## config.mk

```make
export PLATFORM = sky130hd
export DESIGN_NAME = sclr_ctrl
export DESIGN_NICKNAME = d
export VERILOG_FILES = /design/src/rtl/core/sclr_pkg.sv /design/src/rtl/core/sclr_ctrl.sv
export SDC_FILE = /design/constraint.sdc
export NUM_CORES = 1
export LEC_CHECK = 0
export ABC_AREA = 1
export BUFFER_PORTS_ARGS = -buffer_cell sky130_fd_sc_hd__buf_2
export CAP_MARGIN = 20
export CORE_AREA = 8 8 45 47
export CTS_CLUSTER_DIAMETER = 50
export DETAILED_ROUTE_END_ITERATION = 12
export DIE_AREA = 0 0 53 55
export GPL_TIMING_DRIVEN = 0
export PLACE_DENSITY = 0.57
export SLEW_MARGIN = 20
export SYNTH_ARGS = -nofsm -noshare
export SYNTH_HDL_FRONTEND = slang
export SYNTH_SLANG_ARGS = --single-unit
export TNS_END_PERCENT = 30
```

## constraint.sdc

```tcl
create_clock -name i_clk -period 1 [get_ports i_clk]
set_clock_uncertainty 0.1 [all_clocks]
set_input_delay 0.15 -clock i_clk [delete_from_list [all_inputs] [get_ports i_clk]]
set_output_delay 0.15 -clock i_clk [all_outputs]
set_load 0.02 [all_outputs]
```

## src/rtl/core/sclr_pkg.sv

```systemverilog
package sclr_pkg;

    // default shuffle table depth
    localparam int TABLE_ENTRIES_DEF = 32;

    // generator moduli, multipliers and the fold constants 2^31 - modulus
    localparam logic [31:0] MOD_A       = 32'd2147483563;
    localparam logic [31:0] MOD_B       = 32'd2147483399;
    localparam logic [15:0] MUL_A       = 16'd40014;
    localparam logic [15:0] MUL_B       = 16'd40692;
    localparam logic [7:0]  FOLD_A      = 8'd85;
    localparam logic [7:0]  FOLD_B      = 8'd249;
    localparam logic [30:0] WRAP_ADD    = 31'd2147483562;
    localparam logic [30:0] SEED_RESET  = 31'd1;
    localparam logic [30:0] SECOND_RST  = 31'd123456789;
    localparam int          DISCARDS    = 8;

    // controller to datapath
    typedef struct packed {
        logic capture;
        logic seed_load;
        logic warm_upd;
        logic draw_upd;
        logic draw_load;
        logic out_load;
    } t_cmd;

    // datapath to controller
    typedef struct packed {
        logic warm_last;
    } t_sts;

endpackage

```

## src/rtl/core/sclr_ctrl.sv

```systemverilog
module sclr_ctrl (
    input  logic             i_clk,
    input  logic             i_rst_n,
    input  logic             i_in_valid,
    output logic             o_in_stall,
    output logic             o_out_valid,
    input  logic             i_out_stall,
    input  logic             i_cfg_we,
    input  sclr_pkg::t_sts   i_sts,
    output sclr_pkg::t_cmd   o_cmd
);

    localparam logic [3:0] S_IDLE = 4'd0;
    localparam logic [3:0] S_SEED = 4'd1;
    localparam logic [3:0] S_WMUL = 4'd2;
    localparam logic [3:0] S_WRED = 4'd3;
    localparam logic [3:0] S_MUL  = 4'd4;
    localparam logic [3:0] S_RED  = 4'd5;
    localparam logic [3:0] S_DRAW = 4'd6;
    localparam logic [3:0] S_PROD = 4'd7;
    localparam logic [3:0] S_DIV1 = 4'd8;
    localparam logic [3:0] S_DIV2 = 4'd9;
    localparam logic [3:0] S_DIV3 = 4'd10;
    localparam logic [3:0] S_FIN  = 4'd11;

    logic [3:0] r_state, n_state;
    logic       r_out_valid, n_out_valid;
    logic       r_warm, n_warm;
    sclr_pkg::t_cmd w_cmd;

    always_comb begin
        n_state = r_state;
        w_cmd   = '0;
        unique case (r_state)
            S_IDLE: begin
                if (i_in_valid) begin
                    w_cmd.capture = 1'b1;
                    n_state = r_warm ? S_SEED : S_RED;
                end
            end
            S_SEED: begin
                w_cmd.seed_load = 1'b1;
                n_state = S_WMUL;
            end
            S_WMUL: n_state = S_WRED;
            S_WRED: begin
                w_cmd.warm_upd = 1'b1;
                n_state = i_sts.warm_last ? S_MUL : S_WMUL;
            end
            S_MUL:  n_state = S_RED;
            S_RED: begin
                w_cmd.draw_upd = 1'b1;
                n_state = S_DRAW;
            end
            S_DRAW: begin
                w_cmd.draw_load = 1'b1;
                n_state = S_PROD;
            end
            S_PROD: n_state = S_DIV1;
            S_DIV1: n_state = S_DIV2;
            S_DIV2: n_state = S_DIV3;
            S_DIV3: n_state = S_FIN;
            S_FIN: begin
                // wait here while the previous word is still held
                if (!r_out_valid || !i_out_stall) begin
                    w_cmd.out_load = 1'b1;
                    n_state = S_IDLE;
                end
            end
            default: n_state = S_IDLE;
        endcase
    end

    always_comb begin
        n_out_valid = w_cmd.out_load || (r_out_valid && i_out_stall);
        n_warm      = r_warm;
        if (w_cmd.seed_load) begin
            n_warm = 1'b0;
        end
        if (i_cfg_we) begin
            n_warm = 1'b1;
        end
    end

    always_ff @(posedge i_clk) begin
        if (!i_rst_n) begin
            r_state     <= S_IDLE;
            r_out_valid <= 1'b0;
            r_warm      <= 1'b1;
        end else begin
            r_state     <= n_state;
            r_out_valid <= n_out_valid;
            r_warm      <= n_warm;
        end
    end

    assign o_in_stall  = (r_state != S_IDLE);
    assign o_out_valid = r_out_valid;
    assign o_cmd       = w_cmd;

endmodule

```

==> results of run 1 <==
[power by group]
part	switching [W]	internal, W
sequential	0.0000489	0.000255
clock	0.0000804	0.000135
combinational	0.000164	0.000134
total	0.000293	0.000525
[cells in the final DEF, fill, tap and decap left out, types with 2 or more instances in the layout]
cell type and instances:
dfxtp_4 4, nand3_1 7, nor3_4 3, buf_6 6
inv_2 6, inv_1 8, buf_2 7, buf_4 9
clkbuf_4 3, a21oi_1 2, o21ai_0 2, nand2_1 7
nor2_4 5, nand2_2 5, nor2_1 6
[layer usage]
layer | wire length (um) | vias up
met5 | 0 | -
met4 | 12 | 0
met3 | 54 | 2
met2 | 720 | 6
met1 | 469 | 240
li1 | - | 255
[registers in the layout, indices dropped and copies added (netlist names)]
register,count
o_out_valid,1
r_state,4
r_warm,1
[cell type report]
class	count	area, um^2	share of cell area (%)
clock buffer	3	22.52	2.961
inverter	16	67.56	8.882
multi-input combinational	43	314.1	41.28
sequential	6	136.4	17.93
tap	16	20.02	2.632
timing repair buffer	24	200.2	26.32
[path summary, 6_finish.rpt]
path / startpoint / to / slack [ns]
setup / recovery: r_state[1] / o_cmd[1] / -0.34
hold / removal: i_rst_n / r_state[1] / 0.02
setup reg to reg: r_state[1] / r_state[2] / -0.19
hold reg to reg: o_out_valid / o_out_valid / 0.38
[cell families after synthesis]
| group | after synthesis | synth area share [%] |
|---|---|---|
| simple gates | 38 | 47.62 |
| buf+inv | 16 | 15.56 |
| compound gates | 5 | 6.348 |
| flops | 6 | 30.48 |
[per-stage QoR]
step / TNS [ns] / instances / power, W / cell area, um^2 / util [%]
after floorplan: -0.5732 / 65 / 0.0004470 / 459.2 / -
after global placement: -1.502 / 94 / 0.0005029 / 544.3 / 39.33
after detailed placement: -1.538 / 94 / 0.0005054 / 544.3 / 39.33
after CTS: -2.687 / 105 / 0.0007861 / 696.9 / 50.36
after global routing: -3.651 / 108 / 0.0008776 / 760.7 / 54.97
final: -2.938 / 108 / 0.0008186 / 760.7 / 54.97
[worst register-to-register path, cell delays in order (launching register included)]
cell and delay, ns:
dfxtp_4 0.43, nand2_8 0.10, inv_6 0.07, buf_4 0.11, nand3_4 0.09, nand2_2 0.07, inv_2 0.03, nand2_2 0.05
nor2_2 0.03
[timing repair]
item	in CTS	in global routing
setup endpoints to repair	13	13
endpoints found under the hold margin	1	0
hold buffers	1	0
resized for setup	21	12
pin swaps	1	3
setup buffers	7	3
==> results.yml, run 1 <==
routing:
  antenna_left: 0
  post-route-drc-count: 0
  drt-initial-drc-count: 5
  detail_route.wl_per_cell_um: 11.63
  detailedRoute.firstPassIterationCount: 3
  routed_wl_um: 1256
  drt-vias-per-instance: 4.657
  num_vias: 503
yosys:
  ys_ff_latch: 6
  ys_seq_area_share_pct: 30.48
  cell_with_the_most_instances_after_synthesis: "inv_1"
  yosysTopAreaCell: "dfxtp_1"
  async_reset_ff_share_pct: 0
  synth_edf_count: 0
  yosysUniqueCellTypes: 14
  synth_warnings: 0
  most_frequent_cells_after_synthesis: "inv_1, nand2_1, nor2_1"
  synth_area_leaders: "dfxtp_1, inv_1, nand2_1, nand3_1, nor2_1"
  synth.net_count: 71
  ys.flop_type: "dfxtp_1"
  synth_area_per_cell_um2: 6.064
  netlist.area_leader.share_pct: 30.48
  gate_count_post_synth: 65
  post_synthesis_cell_area_um2: 394.1
setup_path:
  crit_required_ns: 0.75
  cp_max_fo: 5
  reg2reg_depth: 8
  path_delay_family: "flip-flops"
  setup.worst_path.class: "flop to output pin"
  worst_ep_arrival_time_ns: 1.09
  critPathCaptureType: "output pin"
  cp.buffers_inverters: 2
  critPathLaunchType: "flop"
  critical_path.cell_chain: "inv_1 -> nor3_4 -> buf_6"
  cpPeakStageDelay_ns: 0.43
  path_depth: 3
  slowest_stage: "dfxtp_4"
global_route:
  grt_use_met1_pct: 8.244
  track_usage_pct: 8.867
  grt_start_max_net_pins: 7
  grt.overflow.total: 0
  grt_antenna_before_repair: 0
  first_global_vias: 489
  first_pass_grt_wire_length_um: 1952
  grt.busiest_layer: "met2"
  grtUsageMet2_pct: 16.80
  grt_use_met3_pct: 1.872
status:
  violations: "setup timing"
  run_status: "complete, but fails checks"
sta:
  grt_setup_unrepaired: "true"
  timing.final.setup_violations: 12
  timing.final.ws_setup_ns: -0.3427
  max_clock_freq_mhz: 744.8
  final_min_period_over_clock_period_pct: 134.3
  worst_slew_margin_rel_pct: 88.14
  timing_hold_violations_final: 0
  tightest_slew_ns: 0.1779
  finalWorstPathRequiredPeriod_ns: 1.343
  timing.hold.ws_ns: 0.01941
  finalMaxSlewViolations: 0
clock_network:
  clkSlewWorstSetupHoldPaths_ns: 0.04
  cts_buffer_depth: 2
  cts-buffers-inserted: 3
  insertion_delay_to_the_later_sink_of_the_worst_skew_pair_ns: 0.24
  htreeDepth: 1
  cts-root-buf: "clkbuf_4"
  cts_tree: "yes"
  clkSinkCount: 6
placed_design:
  dp_slack_ns: -0.1894
  dp_hpwl_um: 831
  io_buffer_count: 13
  routabilityCongestion: 0.7279
floorplanning:
  rows: 14
  die_width_um: 53
  coreArea_mm2: 0.001384
  floorplan.initialDensity_pct: 28.48
  fp.dieArea_mm2: 0.002915
  boundary_pins: 14
  die-height_um: 55
layout:
  layout-drive-gt1-share_pct: 63.04
  fillerInstances: 144
  n_antenna_cell: 0
  nets: 100
  flow.area_growth_from_synthesis_pct: 93.02
pwr:
  p_leak_nw: 0.3839
  max-vdd-ir-drop_uv: 745.1
  power_per_cell_area_mw_per_mm2: 1076
worst_hold_path:
  min_delay_path_depth: 3
  path_category_of_the_worst_min_delay_check: "input pin to flop"
flow_run:
  number_of_maximum_capacitance_constraint_violations: 0
(Power assumes the default switching activity.)
==> run 2, diff against run 1 <==
--- a/config.mk
+++ b/config.mk
@@ -18,4 +18,4 @@
 export SYNTH_ARGS = -nofsm -noshare
 export SYNTH_HDL_FRONTEND = slang
 export SYNTH_SLANG_ARGS = --single-unit
-export TNS_END_PERCENT = 30
+export TNS_END_PERCENT = 20
==> run 2 against run 1 <==
Effect of this change: the run still ends with setup timing left; worst setup slack worse by 0.0017 ns; sequential power decreased by 4%; worst hold slack about the same; via count fell by 4.2%; sequential share of layout area rose by 1.0 points; critical endpoint is now o_cmd[3]; largest cell class unchanged; critical path type unchanged; largest power group unchanged; first-iteration DRC count is 80% higher; total power shrank 4.9%; fmax shrank 0.13%; combinational power decreased by 9.0%; flip-flop and latch count is the same.
==> results.yml, run 2 (synthesized netlist as in run 1, its figures left out) <==
pwr:
  max-vdd-ir-drop_uv: 743.0
  report.power.total_w: 0.0007785
  power_per_cell_area_mw_per_mm2: 1080
  p_leak_nw: 0.3842
global_route:
  grt.overflow.total: 0
  grt.busiest_layer: "met2"
  grt_start_max_net_pins: 7
  track_usage_pct: 9.250
  grt_use_met3_pct: 2.139
  grt_use_met1_pct: 9.160
  first_global_vias: 500
  grt_antenna_before_repair: 0
  first_pass_grt_wire_length_um: 2021
  grtUsageMet2_pct: 16.60
floorplanning:
  coreArea_mm2: 0.001384
  floorplan.initialDensity_pct: 28.48
  die_width_um: 53
  fp.dieArea_mm2: 0.002915
  boundary_pins: 14
  die-height_um: 55
  rows: 14
routing:
  detail_route.wl_per_cell_um: 11.24
  detailedRoute.firstPassIterationCount: 4
  post-route-drc-count: 0
  routed_wl_um: 1169
  drt-initial-drc-count: 9
  antenna_left: 0
  drt-vias-per-instance: 4.635
  num_vias: 482
placed_design:
  dp_hpwl_um: 831
  routabilityCongestion: 0.7279
  placedCellCount: 94
  io_buffer_count: 13
clock_network:
  cts-buffers-inserted: 3
  clkSlewWorstSetupHoldPaths_ns: 0.04
  cts-root-buf: "clkbuf_4"
  clkSinkCount: 6
  cts_tree: "yes"
  insertion_delay_to_the_later_sink_of_the_worst_skew_pair_ns: 0.24
  cts_buffer_depth: 2
  htreeDepth: 1
sta:
  finalWorstPathRequiredPeriod_ns: 1.344
  tightest_slew_ns: 0.1687
  timing_hold_violations_final: 0
  finalMaxSlewViolations: 0
  timing.final.setup_violations: 12
  max_clock_freq_mhz: 743.8
  worst_slew_margin_rel_pct: 88.74
  grt_setup_unrepaired: "true"
  timing.final.ws_setup_ns: -0.3444
  final_min_period_over_clock_period_pct: 134.4
status:
  violations: "setup timing"
  run_status: "complete, but fails checks"
setup_path:
  critPathCaptureType: "output pin"
  slowest_stage: "dfxtp_4"
  setup.worst_path.class: "flop to output pin"
  critical_path.cell_chain: "buf_4 -> nor3_4 -> buf_6"
  critPathLaunchType: "flop"
  cp_max_fo: 6
  worst_ep_arrival_time_ns: 1.09
  crit_required_ns: 0.75
  cpPeakStageDelay_ns: 0.37
layout:
  n_antenna_cell: 0
  layout-drive-gt1-share_pct: 57.95
  commonest_cells_after_routing_fill_and_taps_aside: "inv_1, nand3_1, nand2_1, buf_2"
  final_common_cell: "inv_1"
  nets: 96
  flow.area_growth_from_synthesis_pct: 82.86
  number_of_standard_cells_in_the_final_layout_excluding_fillers: 104
  max_ffs_per_register: 4
  regMostFlops: "r_state"
flow_run:
  number_of_maximum_capacitance_constraint_violations: 0
worst_hold_path:
  path_category_of_the_worst_min_delay_check: "input pin to flop"
-- run 2: routing by layer --
layer  wire, um  up-vias
li1           -      249
met1        463      223
met2        630        8
met3         63        2
met4         12        0
met5          0        -
-- run 2: path summary, 6_finish.rpt --
kind | startpoint | to | slack (ns) | cells past startpoint
setup / recovery | r_state[3] | o_cmd[3] | -0.34 | 3
hold / removal | i_rst_n | r_state[1] | 0.02 | 3
setup reg to reg | r_state[1] | r_state[3] | -0.15 | 6
hold reg to reg | r_warm | r_warm | 0.38 | 2
-- run 2: through the flow --
step	worst slack [ns]	TNS [ns]	hold WS (ns)	util [%]	cell area, um^2
2_1_floorplan	-0.1258	-0.5732	0.1470	-	459.2
3_3_place_gp	-0.1802	-1.502	0.2510	39.33	544.3
3_5_place_dp	-0.1894	-1.538	0.2550	39.33	544.3
4_1_cts	-0.3496	-2.682	0.007584	49.82	689.4
5_1_grt	-0.3797	-3.348	0.02134	52.08	720.7
6_report	-0.3444	-2.603	0.01967	52.08	720.7
-- run 2: power by group --
| group | switching [W] | total [W] | internal, W |
|---|---|---|---|
| registers | 0.0000370 | 0.000292 | 0.000255 |
| logic | 0.000157 | 0.000272 | 0.000115 |
| clock network | 0.0000791 | 0.000214 | 0.000135 |
| total | 0.000273 | 0.000778 | 0.000505 |
-- run 2: area by class of cell --
| type | instances | area (um^2) |
|---|---|---|
| Fill cell | 145 | 663.1 |
| Sequential cell | 6 | 136.4 |
| Inverter | 16 | 70.07 |
| Timing Repair Buffer | 20 | 166.4 |
| Clock buffer | 3 | 22.52 |
| Tap cell | 16 | 20.02 |
| Multi-Input combinational cell | 43 | 305.3 |
-- run 2: repair_timing --
action	4_1_cts	5_1_grt
hold buffers	1	0
pin swaps	2	3
buffers inserted	5	1
setup endpoints to repair	13	13
resized for setup	23	6
endpoints found under the hold margin	1	0
-- run 2: critical path: cells and delay by family (launching register included) --
family                 cells  cell delay, ns
buffers and inverters      2            0.29
flip-flops                 1            0.37
AND/OR/NAND/NOR            1            0.20
